[src/rtl/core/tsp_pkg.sv]
// ----------------------------------------------------------------------------
// tsp_pkg
// Shared types and constants of the trapezoid setpoint profiler.
// ----------------------------------------------------------------------------
package tsp_pkg;

    // Configuration register layout
    localparam int                     CFG_TICKS_W  = 12;
    localparam logic [CFG_TICKS_W-1:0] TICKS_RESET  = 12'd250;
    localparam logic [CFG_TICKS_W-1:0] TICKS_MIN    = 12'd3;
    localparam logic                   MODE_RESET   = 1'b0;
    localparam logic                   MODE_LINEAR  = 1'b1;
    localparam int                     APB_ADDR_W   = 3;
    localparam int                     APB_DATA_W   = 32;
    localparam logic                   REG_TICKS    = 1'b0;
    localparam logic                   REG_MODE     = 1'b1;

    // Command codes carried in the input tuser
    localparam logic [1:0] CMD_TICK    = 2'd0;
    localparam logic [1:0] CMD_EVAL    = 2'd1;
    localparam logic [1:0] CMD_RESTART = 2'd2;

    // Phase codes carried in the output tuser
    localparam logic [1:0] PH_ACCEL    = 2'd0;
    localparam logic [1:0] PH_CRUISE   = 2'd1;
    localparam logic [1:0] PH_DECEL    = 2'd2;
    localparam logic [1:0] PH_FINISHED = 2'd3;

    // Operand widths of the shared multiplier and the divider
    localparam int XW    = 2 * CFG_TICKS_W;   // ratio numerator, up to T^2
    localparam int YW    = XW + 2;            // ratio denominator, up to 4*T^2
    localparam int OPB_W = CFG_TICKS_W + 1;   // second tick operand, up to 2*T

    typedef enum logic [2:0] {
        ST_IDLE,
        ST_MX,
        ST_MY,
        ST_MN,
        ST_LOAD,
        ST_DIV,
        ST_SUM,
        ST_DONE
    } state_t;

    typedef enum logic [1:0] {
        KIND_ACCEL,
        KIND_CRUISE,
        KIND_DECEL,
        KIND_LINEAR
    } kind_t;

    typedef struct packed {
        logic busy;
        logic done;
    } div_stat_t;

endpackage

[src/rtl/core/tsp_div.sv]
// ----------------------------------------------------------------------------
// tsp_div
// Restoring divider, one quotient bit per cycle. The caller guarantees that
// the quotient fits in QUO_W bits.
// ----------------------------------------------------------------------------
module tsp_div
    import tsp_pkg::*;
#(
    parameter int NUM_W = 64,
    parameter int DEN_W = 26,
    parameter int QUO_W = 40
) (
    input  logic             aclk,
    input  logic             aresetn,
    input  logic             start,
    input  logic [NUM_W-1:0] dividend,
    input  logic [DEN_W-1:0] divisor,
    output logic [QUO_W-1:0] quotient,
    output div_stat_t        stat
);

    localparam int AW  = DEN_W + 1 + QUO_W;
    localparam int DCW = $clog2(QUO_W);

    logic [AW-1:0]    acc_reg;
    logic [DCW-1:0]   cnt_reg;
    logic             busy_reg;
    logic             done_reg;

    logic [AW-1:0]    shifted;
    logic [DEN_W:0]   top;
    logic [DEN_W:0]   den_ext;
    logic [AW-1:0]    acc_step;

    // One shift and conditional subtract of the partial remainder
    always_comb begin
        shifted  = {acc_reg[AW-2:0], 1'b0};
        top      = shifted[AW-1:QUO_W];
        den_ext  = {1'b0, divisor};
        acc_step = shifted;
        if (top >= den_ext) begin
            acc_step = {top - den_ext, shifted[QUO_W-1:1], 1'b1};
        end
    end

    // Advance the control
    always_ff @(posedge aclk) begin
        if (!aresetn) begin
            busy_reg <= 1'b0;
            done_reg <= 1'b0;
            cnt_reg  <= '0;
        end else begin
            done_reg <= 1'b0;
            if (start) begin
                busy_reg <= 1'b1;
                cnt_reg  <= DCW'(QUO_W - 1);
            end else if (busy_reg) begin
                cnt_reg <= cnt_reg - 1'b1;
                if (cnt_reg == '0) begin
                    busy_reg <= 1'b0;
                    done_reg <= 1'b1;
                end
            end
        end
    end

    // Hold the partial remainder and quotient
    always_ff @(posedge aclk) begin
        if (start) begin
            acc_reg <= AW'(dividend);
        end else if (busy_reg) begin
            acc_reg <= acc_step;
        end
    end

    assign quotient  = acc_reg[QUO_W-1:0];
    assign stat.busy = busy_reg;
    assign stat.done = done_reg;

endmodule

[src/rtl/core/trapezoid_setpoint_profiler.sv]
// ----------------------------------------------------------------------------
// trapezoid_setpoint_profiler
// Position setpoint generator on a trapezoidal or linear move profile.
// ----------------------------------------------------------------------------
// Usage:
//   Input stream: s_tuser carries the command (tick, evaluate, restart),
//   s_tdata carries target, start position and the active flag. Every
//   transaction produces exactly one output transaction on m_*: the setpoint
//   in m_tdata and the phase in m_tuser.
//   Tick, restart, inactive and past-the-end evaluate transactions pass from
//   acceptance straight to ST_DONE. An evaluate inside the move first takes
//   three passes through the shared multiplier, then the bit-serial divider
//   retiring one quotient bit per cycle, then a saturating add. m_tvalid
//   rises when the item leaves ST_DONE; s_tready is low for the whole item
//   and returns in the same cycle, so no new item is taken before the last
//   one has left ST_DONE.
//   A result waiting in the output register does not block acceptance; a
//   finished item waits in its last step until the output register frees.
//   Reset (aresetn low, synchronous) clears the tick counter, all held end
//   positions and the last setpoint, loads profile_ticks = 250 and the
//   trapezoid mode, and empties the output register.
//   Configuration goes through the APB port; the user must write it only
//   while no transaction is in work, the block itself does not enforce it.
// ----------------------------------------------------------------------------
module trapezoid_setpoint_profiler
    import tsp_pkg::*;
#(
    parameter int POSITION_BITS = 24,
    parameter int FRACTION_BITS = 16,
    parameter int TICK_BITS     = 12,
    localparam int S_TDATA_W    = ((2 * POSITION_BITS + 1 + 7) / 8) * 8,
    localparam int M_TDATA_W    = ((POSITION_BITS + 7) / 8) * 8
) (
    input  logic                  aclk,
    input  logic                  aresetn,
    // s_tdata: target_position, start_position, active (lowest bit up)
    input  logic                  s_tvalid,
    output logic                  s_tready,
    input  logic [S_TDATA_W-1:0]  s_tdata,
    // s_tuser: command
    input  logic [1:0]            s_tuser,
    // m_tdata: setpoint
    output logic                  m_tvalid,
    input  logic                  m_tready,
    output logic [M_TDATA_W-1:0]  m_tdata,
    // m_tuser: phase
    output logic [1:0]            m_tuser,
    // configuration
    input  logic                  psel,
    input  logic                  penable,
    input  logic                  pwrite,
    input  logic [APB_ADDR_W-1:0] paddr,
    input  logic [APB_DATA_W-1:0] pwdata,
    output logic [APB_DATA_W-1:0] prdata,
    output logic                  pready
);

    localparam int P      = POSITION_BITS;
    localparam int F      = FRACTION_BITS;
    localparam int TB     = TICK_BITS;
    localparam int QW     = P + F;
    localparam int CW     = ((TB > CFG_TICKS_W) ? TB : CFG_TICKS_W) + 2;
    localparam int PROD_W = P + XW;
    localparam int NUM_W  = PROD_W + F;

    // Configuration and profile state
    logic [CFG_TICKS_W-1:0] ticks_reg;
    logic                   mode_reg;
    logic [TB-1:0]          elapsed_reg;
    logic signed [QW-1:0]   accel_end_reg;
    logic signed [QW-1:0]   cruise_end_reg;
    logic signed [QW-1:0]   decel_end_reg;
    logic signed [P-1:0]    last_sp_reg;

    // Sequencer and item registers
    state_t                 state_reg, state_next;
    kind_t                  kind_reg;
    logic                   neg_reg;
    logic [P-1:0]           mag_reg;
    logic signed [P-1:0]    start_reg;
    logic [CFG_TICKS_W-1:0] opa_reg;
    logic [OPB_W-1:0]       opb_reg;
    logic [XW-1:0]          x_reg;
    logic [YW-1:0]          y_reg;
    logic [PROD_W-1:0]      prod_reg;
    logic signed [QW-1:0]   res_q_reg;
    logic                   upd_last_reg;
    logic [1:0]             phase_reg;

    // Output register
    logic                   m_tvalid_reg;
    logic [P-1:0]           m_setpoint_reg;
    logic [1:0]             m_phase_reg;

    // Combinational signals
    logic                   accept;
    logic                   cfg_write;
    logic                   out_free;
    logic [CFG_TICKS_W-1:0] t_eff;
    logic [CW-1:0]          tc, tt_c, three_t, two_tt, w_val;
    logic                   le_third, le_two_thirds, le_end;
    logic signed [P-1:0]    in_tgt, in_st;
    logic                   in_act;
    logic [1:0]             in_cmd;
    logic signed [P:0]      diff;
    logic [P:0]             diff_mag;
    logic                   start_calc;
    logic [TB-1:0]          el_after;
    logic [P-1:0]           mul_a;
    logic [XW-1:0]          mul_b;
    logic [PROD_W-1:0]      mul_p;
    logic                   div_start;
    logic [QW-1:0]          quo;
    div_stat_t              div_stat;
    logic signed [QW-1:0]   sum_base;
    logic signed [QW+1:0]   sum_ext;
    logic signed [QW-1:0]   sum_sat;
    logic signed [QW-1:0]   trunc_adj;
    logic [P-1:0]           trunc_sp;

    function automatic logic [1:0] phase_of(input logic [CW-1:0] t,
                                            input logic [CW-1:0] tt,
                                            input logic          lin);
        logic [CW-1:0] t3;
        logic [1:0]    ph;
        begin
            t3 = (t << 1) + t;
            if (lin) begin
                ph = (t <= tt) ? PH_CRUISE : PH_FINISHED;
            end else if (t3 <= tt) begin
                ph = PH_ACCEL;
            end else if (t3 <= (tt << 1)) begin
                ph = PH_CRUISE;
            end else if (t <= tt) begin
                ph = PH_DECEL;
            end else begin
                ph = PH_FINISHED;
            end
            return ph;
        end
    endfunction

    // Unpack the input transaction
    assign in_tgt = signed'(s_tdata[P-1:0]);
    assign in_st  = signed'(s_tdata[2*P-1:P]);
    assign in_act = s_tdata[2*P];
    assign in_cmd = s_tuser;

    // Profile position of the current tick
    always_comb begin
        t_eff         = (ticks_reg < TICKS_MIN) ? TICKS_MIN : ticks_reg;
        tc            = CW'(elapsed_reg);
        tt_c          = CW'(t_eff);
        three_t       = (tc << 1) + tc;
        two_tt        = tt_c << 1;
        w_val         = three_t - two_tt;
        le_third      = (three_t <= tt_c);
        le_two_thirds = (three_t <= two_tt);
        le_end        = (tc <= tt_c);
        diff          = {in_tgt[P-1], in_tgt} - {in_st[P-1], in_st};
        diff_mag      = diff[P] ? unsigned'(-diff) : unsigned'(diff);
        start_calc    = (in_cmd == CMD_EVAL) && in_act && le_end;
    end

    // Counter value after a tick, restart or other command
    always_comb begin
        case (in_cmd)
            CMD_TICK: begin
                el_after = (&elapsed_reg) ? elapsed_reg : elapsed_reg + 1'b1;
            end
            CMD_RESTART: begin
                el_after = '0;
            end
            default: begin
                el_after = elapsed_reg;
            end
        endcase
    end

    // Next state
    always_comb begin
        state_next = state_reg;
        case (state_reg)
            ST_IDLE: begin
                if (accept) begin
                    state_next = start_calc ? ST_MX : ST_DONE;
                end
            end
            ST_MX:   state_next = ST_MY;
            ST_MY:   state_next = ST_MN;
            ST_MN:   state_next = ST_LOAD;
            ST_LOAD: state_next = ST_DIV;
            ST_DIV: begin
                if (div_stat.done && !div_stat.busy) begin
                    state_next = ST_SUM;
                end
            end
            ST_SUM:  state_next = ST_DONE;
            ST_DONE: begin
                if (out_free) begin
                    state_next = ST_IDLE;
                end
            end
            default: state_next = ST_IDLE;
        endcase
    end

    // Sequencer outputs: handshake, divider start, multiplier operands
    always_comb begin
        s_tready  = (state_reg == ST_IDLE);
        div_start = (state_reg == ST_LOAD);
        out_free  = !m_tvalid_reg || m_tready;
        mul_a     = P'(opa_reg);
        mul_b     = XW'(opb_reg);
        case (state_reg)
            ST_MY: begin
                mul_a = P'(t_eff);
                if (kind_reg == KIND_ACCEL || kind_reg == KIND_DECEL) begin
                    mul_b = XW'(t_eff);
                end else begin
                    mul_b = XW'(1);
                end
            end
            ST_MN: begin
                mul_a = mag_reg;
                mul_b = x_reg;
            end
            default: begin
                mul_a = P'(opa_reg);
                mul_b = XW'(opb_reg);
            end
        endcase
    end

    // Shared multiplier
    assign mul_p = mul_a * mul_b;

    assign accept    = s_tvalid && s_tready;
    assign cfg_write = psel && penable && pwrite && pready;

    // Saturating add of the phase travel onto the held base
    always_comb begin
        case (kind_reg)
            KIND_CRUISE: sum_base = accel_end_reg;
            KIND_DECEL:  sum_base = cruise_end_reg;
            default:     sum_base = signed'({start_reg, {F{1'b0}}});
        endcase
        if (neg_reg) begin
            sum_ext = signed'({{2{sum_base[QW-1]}}, sum_base}) - signed'({2'b00, quo});
        end else begin
            sum_ext = signed'({{2{sum_base[QW-1]}}, sum_base}) + signed'({2'b00, quo});
        end
        if (sum_ext > signed'({3'b000, {(QW-1){1'b1}}})) begin
            sum_sat = signed'({1'b0, {(QW-1){1'b1}}});
        end else if (sum_ext < signed'({3'b111, {(QW-1){1'b0}}})) begin
            sum_sat = signed'({1'b1, {(QW-1){1'b0}}});
        end else begin
            sum_sat = sum_ext[QW-1:0];
        end
    end

    // Drop the fraction, rounding toward zero
    always_comb begin
        trunc_adj = res_q_reg;
        if (res_q_reg[QW-1]) begin
            trunc_adj = res_q_reg + signed'({{(QW-F){1'b0}}, {F{1'b1}}});
        end
        trunc_sp = trunc_adj[QW-1:F];
    end

    // Control state and profile state
    always_ff @(posedge aclk) begin
        if (!aresetn) begin
            state_reg      <= ST_IDLE;
            ticks_reg      <= TICKS_RESET;
            mode_reg       <= MODE_RESET;
            elapsed_reg    <= '0;
            accel_end_reg  <= '0;
            cruise_end_reg <= '0;
            decel_end_reg  <= '0;
            last_sp_reg    <= '0;
            m_tvalid_reg   <= 1'b0;
        end else begin
            state_reg <= state_next;

            if (cfg_write) begin
                if (paddr[2] == REG_MODE) begin
                    mode_reg <= pwdata[0];
                end else begin
                    ticks_reg <= pwdata[CFG_TICKS_W-1:0];
                end
            end

            if (accept) begin
                if (in_cmd == CMD_EVAL && in_act) begin
                    if (!le_end) begin
                        elapsed_reg <= tt_c[TB-1:0];
                    end
                end else begin
                    elapsed_reg <= el_after;
                end
            end

            if (state_reg == ST_SUM) begin
                case (kind_reg)
                    KIND_CRUISE: cruise_end_reg <= sum_sat;
                    KIND_DECEL:  decel_end_reg  <= sum_sat;
                    default:     accel_end_reg  <= sum_sat;
                endcase
            end

            if (state_reg == ST_DONE && out_free) begin
                m_tvalid_reg <= 1'b1;
                if (upd_last_reg) begin
                    last_sp_reg <= signed'(trunc_sp);
                end
            end else if (m_tready) begin
                m_tvalid_reg <= 1'b0;
            end
        end
    end

    // Item capture and datapath
    always_ff @(posedge aclk) begin
        if (accept) begin
            neg_reg      <= diff[P];
            mag_reg      <= diff_mag[P-1:0];
            start_reg    <= in_st;
            upd_last_reg <= 1'b0;
            phase_reg    <= phase_of(CW'(el_after), tt_c, mode_reg);
            kind_reg     <= KIND_LINEAR;
            opa_reg      <= tc[CFG_TICKS_W-1:0];
            opb_reg      <= OPB_W'(1);
            if (in_cmd == CMD_EVAL && in_act) begin
                upd_last_reg <= 1'b1;
                if (!le_end) begin
                    // past the end: repeat the held final position
                    phase_reg <= PH_FINISHED;
                    res_q_reg <= (mode_reg == MODE_LINEAR) ? accel_end_reg : decel_end_reg;
                end else if (mode_reg == MODE_LINEAR) begin
                    phase_reg <= PH_CRUISE;
                end else if (le_third) begin
                    kind_reg  <= KIND_ACCEL;
                    phase_reg <= PH_ACCEL;
                    opb_reg   <= OPB_W'(tc[CFG_TICKS_W-1:0]);
                end else if (le_two_thirds) begin
                    kind_reg  <= KIND_CRUISE;
                    phase_reg <= PH_CRUISE;
                    opa_reg   <= CFG_TICKS_W'(three_t - tt_c);
                end else begin
                    kind_reg  <= KIND_DECEL;
                    phase_reg <= PH_DECEL;
                    opa_reg   <= w_val[CFG_TICKS_W-1:0];
                    opb_reg   <= OPB_W'(two_tt - w_val);
                end
            end
        end

        case (state_reg)
            ST_MX: begin
                prod_reg <= mul_p;
            end
            ST_MY: begin
                if (kind_reg == KIND_ACCEL) begin
                    x_reg <= {prod_reg[XW-4:0], 3'b000} + prod_reg[XW-1:0];
                end else begin
                    x_reg <= prod_reg[XW-1:0];
                end
                prod_reg <= mul_p;
            end
            ST_MN: begin
                case (kind_reg)
                    KIND_CRUISE: y_reg <= {prod_reg[YW-2:0], 1'b0};
                    KIND_LINEAR: y_reg <= prod_reg[YW-1:0];
                    default:     y_reg <= {prod_reg[YW-3:0], 2'b00};
                endcase
                prod_reg <= mul_p;
            end
            ST_SUM: begin
                res_q_reg <= sum_sat;
            end
            ST_DONE: begin
                if (out_free) begin
                    m_setpoint_reg <= upd_last_reg ? trunc_sp : unsigned'(last_sp_reg);
                    m_phase_reg    <= phase_reg;
                end
            end
            default: begin
            end
        endcase
    end

    // Shared divider for the phase travel
    tsp_div #(
        .NUM_W (NUM_W),
        .DEN_W (YW),
        .QUO_W (QW)
    ) u_div (
        .aclk     (aclk),
        .aresetn  (aresetn),
        .start    (div_start),
        .dividend ({prod_reg, {F{1'b0}}}),
        .divisor  (y_reg),
        .quotient (quo),
        .stat     (div_stat)
    );

    // Register read back
    always_comb begin
        if (paddr[2] == REG_MODE) begin
            prdata = APB_DATA_W'(mode_reg);
        end else begin
            prdata = APB_DATA_W'(ticks_reg);
        end
    end

    assign pready   = 1'b1;
    assign m_tvalid = m_tvalid_reg;
    assign m_tdata  = M_TDATA_W'(m_setpoint_reg);
    assign m_tuser  = m_phase_reg;

endmodule

[config.mk]
export PLATFORM = sky130hd
export DESIGN_NAME = trapezoid_setpoint_profiler
export DESIGN_NICKNAME = d
export VERILOG_FILES = /design/src/rtl/core/tsp_pkg.sv /design/src/rtl/core/tsp_div.sv /design/src/rtl/core/trapezoid_setpoint_profiler.sv
export SDC_FILE = /design/constraint.sdc
export NUM_CORES = 2
export LEC_CHECK = 0
export BUFFER_PORTS_ARGS = -buffer_cell sky130_fd_sc_hd__buf_2
export CORE_AREA = 2 2 361 363
export DETAILED_ROUTE_END_ITERATION = 6
export DIE_AREA = 0 0 363 365
export SETUP_SLACK_MARGIN = 0.02
export SYNTH_ARGS = -nofsm -noshare
export SYNTH_HDL_FRONTEND = slang
export SYNTH_HIERARCHICAL = 1
export SYNTH_SLANG_ARGS = --single-unit
[constraint.sdc]
create_clock -name aclk -period 11.8 [get_ports aclk]
set_input_delay 2.95 -clock aclk [delete_from_list [all_inputs] [get_ports aclk]]
set_output_delay 2.95 -clock aclk [all_outputs]
set_load 0.1 [all_outputs]
After elaboration in Yosys (flattened, before gate mapping)
Index checks and enable logic that the tools add are counted.

Memories kept: 0. Flip-flop bits (word level): 490. Bits in latches: 0. Input bits: 100. Word-level logic and storage cells: 170. ROM bits: 0. RAM bits: 0. Output and inout port bits: 61.

Divide/modulo/power cells: 0. Equal/unequal tests: 17. Bitwise logic cells: 6. Reduce and logical (&&, ||, !) cells: 35. Multiplexer cells: 57. Add/sub/neg operators: 14. Multiply operators: 1. Shift-type cells: 0. Order comparisons: 10.

Operator list (number): $mux W40 (8); $mux W12 (13); $mux W64 (2); $pmux W24 S2 (2); $pmux W40 S2 (1); $mux W24 (3); $mux W66 (1); $pmux W26 S2 (1); $mul A24 B24 Y48 (1); $add A40 B41 Y42 (1); $gt A42 B40 Y1 const B (1); $lt A42 B40 Y1 const B (1); $mux W42 (1); $sub A40 B41 Y42 (1); $add A40 B17 Y40 const B (1); $add A13 B12 Y14 (2); $le A14 B12 Y1 (2); $le A14 B13 Y1 (2); $ge A27 B26 Y1 (1); $sub A13 B13 Y13 (2); $sub A26 B26 Y26 (1); $sub A24 B24 Y25 (1); $add A24 B24 Y24 (1); $le A12 B12 Y1 (2); 32 further kinds (88).

Depth between registers and ports, before layout
Word-level depth: 9. Mapped depth: 36. Mapped depth without buffers: 33.

By module
The synthesis kept the hierarchy.

By module, submodules not included: trapezoid_setpoint_profiler (area an instance 45925.3 um^2, times used 1, cells each 5288, sequential area each 10760.3 um^2); tsp_div (area an instance 5118.7 um^2, times used 1, cells each 493, sequential area each 2122.0 um^2).

Worst setup path before layout
Ideal clock, no wire load.

Kind: flip-flop to flip-flop. Start: register state_reg[0]. End: register prod_reg[47], data pin. Path slack: 2758 ps. Cell stages (with the launch flop): 29. Clock period less this slack: 9042 ps. Required time: 11540 ps. Arrival time: 8782 ps. Cells stage by stage: dfxtp_1 -> ha_1 -> nor2b_1 -> clkbuf_1 -> clkbuf_1 -> clkbuf_1 -> buf_1 -> nand3_1 -> fa_1 -> fa_1 -> inv_1 -> fa_1 -> fa_1 -> fa_1 -> fa_1 -> inv_1 -> fa_1 -> inv_1 -> ha_1 -> nand2_1 -> o21ai_0 -> or2_2 -> nand2_1 -> o22ai_1 -> a2111oi_0 -> o31ai_1 -> a221o_1 -> a21oi_1 -> xnor2_1.

Word-level cells in the longest chain between the ends: 3. Elaborated cells on any way between the ends: 5.

RTL lines: start, declared (line trapezoid_setpoint_profiler.sv:76) `state_t state_reg, state_next;`; start signal, assigned (line trapezoid_setpoint_profiler.sv:284) `state_reg <= state_next;`; $eq A3 B2 Y1 (line trapezoid_setpoint_profiler.sv:215) `case (state_reg)`; $pmux W24 S2 (line trapezoid_setpoint_profiler.sv:215); $mul A24 B24 Y48 (*) (line trapezoid_setpoint_profiler.sv:236) `assign mul_p = mul_a * mul_b;`; named net mul_p[47] (line trapezoid_setpoint_profiler.sv:111) `logic [PROD_W-1:0] mul_p;`; end signal, assigned (line trapezoid_setpoint_profiler.sv:361) `prod_reg <= mul_p;`; end signal, assigned (line trapezoid_setpoint_profiler.sv:369) `prod_reg <= mul_p;`; end signal, assigned (line trapezoid_setpoint_profiler.sv:377) `prod_reg <= mul_p;`; end, declared (line trapezoid_setpoint_profiler.sv:85) `logic [PROD_W-1:0] prod_reg;`.

The timed path passes the listed nets; every way through them passes the cells marked *. A chain may end at the register's enable or synchronous reset.

Final worst setup path
Start: register kind_reg[0]. End: register prod_reg[47], data pin.

Word-level cells in the longest chain between the ends: 5. Elaborated cells on any way between the ends: 6.

RTL lines: start, declared (line trapezoid_setpoint_profiler.sv:77) `kind_t kind_reg;`; start signal, assigned (line trapezoid_setpoint_profiler.sv:331) `kind_reg <= KIND_LINEAR;`; start signal, assigned (line trapezoid_setpoint_profiler.sv:343) `kind_reg <= KIND_ACCEL;`; start signal, assigned (line trapezoid_setpoint_profiler.sv:347) `kind_reg <= KIND_CRUISE;`; $eq A2 B2 Y1 / $logic_not A2 Y1 (equally long branches) (line trapezoid_setpoint_profiler.sv:218) `if (kind_reg == KIND_ACCEL || kind_reg == KIND_DECEL) begin`; $logic_or A1 B1 Y1 (*) (line trapezoid_setpoint_profiler.sv:218); $mux W12 (*) (line trapezoid_setpoint_profiler.sv:218); $pmux W24 S2 (*) (line trapezoid_setpoint_profiler.sv:215); $mul A24 B24 Y48 (*) (line trapezoid_setpoint_profiler.sv:236); named net mul_p[47] (line trapezoid_setpoint_profiler.sv:111).

Marked as above.

==> metrics.cfg <==
[status]
status=completed

[clock_tree]
cts_tree=yes
cts_resized=0
clk_pin_slew_ns=0.06
cts_setup_buffers=0
cts_buffers=56
clkSinkCount=490
insertion_delay_ns=0.67
root_buffer=clkbuf_16
hold_buffers=0
clockBufferDepth=3
h-tree-depth=2

[timing]
fmax_ghz=0.09453
fin_skew_ns=0.05715
period_share_pct=89.65
hold-worst-slack_ns=0.4284
finalHoldViolCount=0
setup_violations=0
finalMaxSlewViolations=0
post-route-min-period_ns=10.58
rsz0062_at_grt=false
worstMarginPinSlew_ns=1.071
setup_tns_ns=0
max_slew_margin_pct=27.61

[logic_synthesis]
synth_top_area_share_pct=19.22
synth-async-reset-ratio_pct=0
synthAdderAreaFrac_pct=29.07
synth_edf_count=307
synthCells=5781
synth-main-ff-cell=edfxtp_1
synth_cell_types=97
yosys-top-cells-area=fa_1 19%, edfxtp_1 18%, ha_1 9.9%
synth_area_um2=51040
yosys.area.top_type=fa_1
yosys.area_share.simple_pct=14.78
yosysSeqAreaShare_pct=25.24
syn_avg_cell_area_um2=8.830
synth_top_family_by_area=adder cells
synthMuxAreaShare_pct=2.096
synth_seq_cells=490
synth-xor-area-share_pct=4.736
ys_warn_count=6
synth_compound_area_share_pct=15.62

[worst_setup_path]
r2r-start=kind_reg[0]
path_max_fanout=27
cp-end-kind=register
crit_required_ns=12.17
startpoint_type=register
cp.arrival_ns=10.94
crit_type=register to register
crit_top_cell=fa_1
crit_path_max_incr_delay_ns=0.86
r2r_slack_ns=1.22
timing.reg2reg.worst_path_depth=31
rr_endpoint=prod_reg[47]
slowest_stage=a2111oi_0

[detailed_routing]
drc=0
finalWirelength_um=151200
avgViaCountPerCell=5.517
vias=40988
drt-initial-drc-count=3642
wire_per_inst_um=20.36
drt_pre_antenna_iters=5
detail-route-antenna-nets=0

[min_path]
hold_end=m_tuser[1]
hold_depth=0
min-delay-start=phase_reg[1]
hp-class=register to register

[placement]
io_buffer_count=110
gp_congestion=0.9617
dp_cells=7319
dp_hpwl_um=116200

[die]
io_pins=161
die-height_um=365
initial_utilization_pct=39.67
die_area_um2=132500
rows=132
core_region_area_um2=128700
die-width_um=363

[cells_and_area]
layout.cells.non_filler=7429
nets=6694
fillers=12581
synthToLayoutAreaGrowth_pct=7.660
largest_register_ff_count=66
drive_above_1_share_pct=7.461

[global_routing]
grt_pass1_wl_um=236000
antenna_found_initial=6
grtUsageTotal_pct=22.85
grt_max_degree=173
grt_overflow=0
grt_pass1_vias=40509

[flow_run]
max_cap_viol_count=0

==> Yosys cell counts, types with 35 or more instances <==
library cell and count:
xor2_1 80, a21o_1 96, o21a_1 37, o21ai_0 244, nor2b_1 77, dfxtp_1 183, buf_4 63, a22oi_1 76
nor3_1 69, nand4_1 37, a21oi_1 485, and3_1 83, and2_1 49, mux2_2 75, inv_1 721, clkbuf_1 267
nand2_1 611, a211oi_1 52, xnor2_1 196, ha_1 402, o21bai_1 35, fa_1 490, nor2_1 525, nand3_1 83
edfxtp_1 307
==> stage by stage <==
step	setup WS, ns	utilization (%)	cell area, µm²
3_3_place_gp	1.441	41.16	52960
3_5_place_dp	1.361	41.16	52960
6_report	1.221	42.71	54950
5_1_grt	0.7187	42.71	54950
4_1_cts	1.276	42.71	54940
2_1_floorplan	2.758	-	51180
==> layout make-up <==
cell class | instances | area (µm²) | area share, %
flip-flops and latches | 490 | 12880 | 23.44
well taps | 1675 | 2096 | 3.814
clock inverters | 33 | 386.6 | 0.7035
inverters | 723 | 2716 | 4.943
clock buffers | 73 | 1599 | 2.910
diodes | 4 | 10.01 | 0.01821
multi-input cells | 4249 | 34160 | 62.15
repair buffers | 182 | 1106 | 2.013
==> layer usage <==
layer	track usage, %	wire, µm
met1	31.45	67040
met5	0	13
met3	5.132	12310
met4	6.135	4039
met2	36.15	67830
==> logic make-up (layout without fill, tap and decap cells) <==
kind of cell | after synthesis | count (layout)
DFF | 490 | 490
muxes | 97 | 97
and+or+nand+nor | 1668 | 1668
xor gates and xnor gates | 276 | 276
AOI/OAI and AO/OA | 1279 | 1279
adders and majority gates | 892 | 892
buffers and inverters | 1077 | 1011
other | 2 | 41
==> cell usage in the layout, fill, tap and decap left out, types with 96 or more instances in the layout <==
master | Yosys | final
inv_1 | 721 | 717
nand2_1 | 611 | 611
nor2_1 | 525 | 523
fa_1 | 490 | 490
a21oi_1 | 485 | 480
ha_1 | 402 | 400
edfxtp_1 | 307 | 307
o21ai_0 | 244 | 244
xnor2_1 | 196 | 196
dfxtp_1 | 183 | 182
buf_2 | 7 | 109
a21o_1 | 96 | 96
==> critical path, delay by kind of cell (launching register included) <==
| family | cells | cell delay, ns |
|---|---|---|
| XOR/XNOR | 1 | 0.08 |
| AND/OR/NAND/NOR | 5 | 1.73 |
| adder cells (fa/ha/maj) | 9 | 4.56 |
| flip-flops | 1 | 0.42 |
| AO/OA/AOI/OAI | 9 | 2.77 |
| buffers and inverters | 7 | 0.75 |
==> worst max path at each step <==
stage | from | end | slack, ns | cells after the start
floorplan | state_reg[0] | prod_reg[47] | 2.76 | 28
global placement | kind_reg[0] | prod_reg[47] | 1.44 | 31
detailed placement | kind_reg[0] | prod_reg[47] | 1.36 | 31
CTS | kind_reg[0] | prod_reg[47] | 1.28 | 31
global route | kind_reg[0] | prod_reg[46] | 0.72 | 32
finish | kind_reg[0] | prod_reg[47] | 1.22 | 31
Power is not shown: default switching activity piles up to over one toggle a cycle in this logic, so the estimate is an artifact.
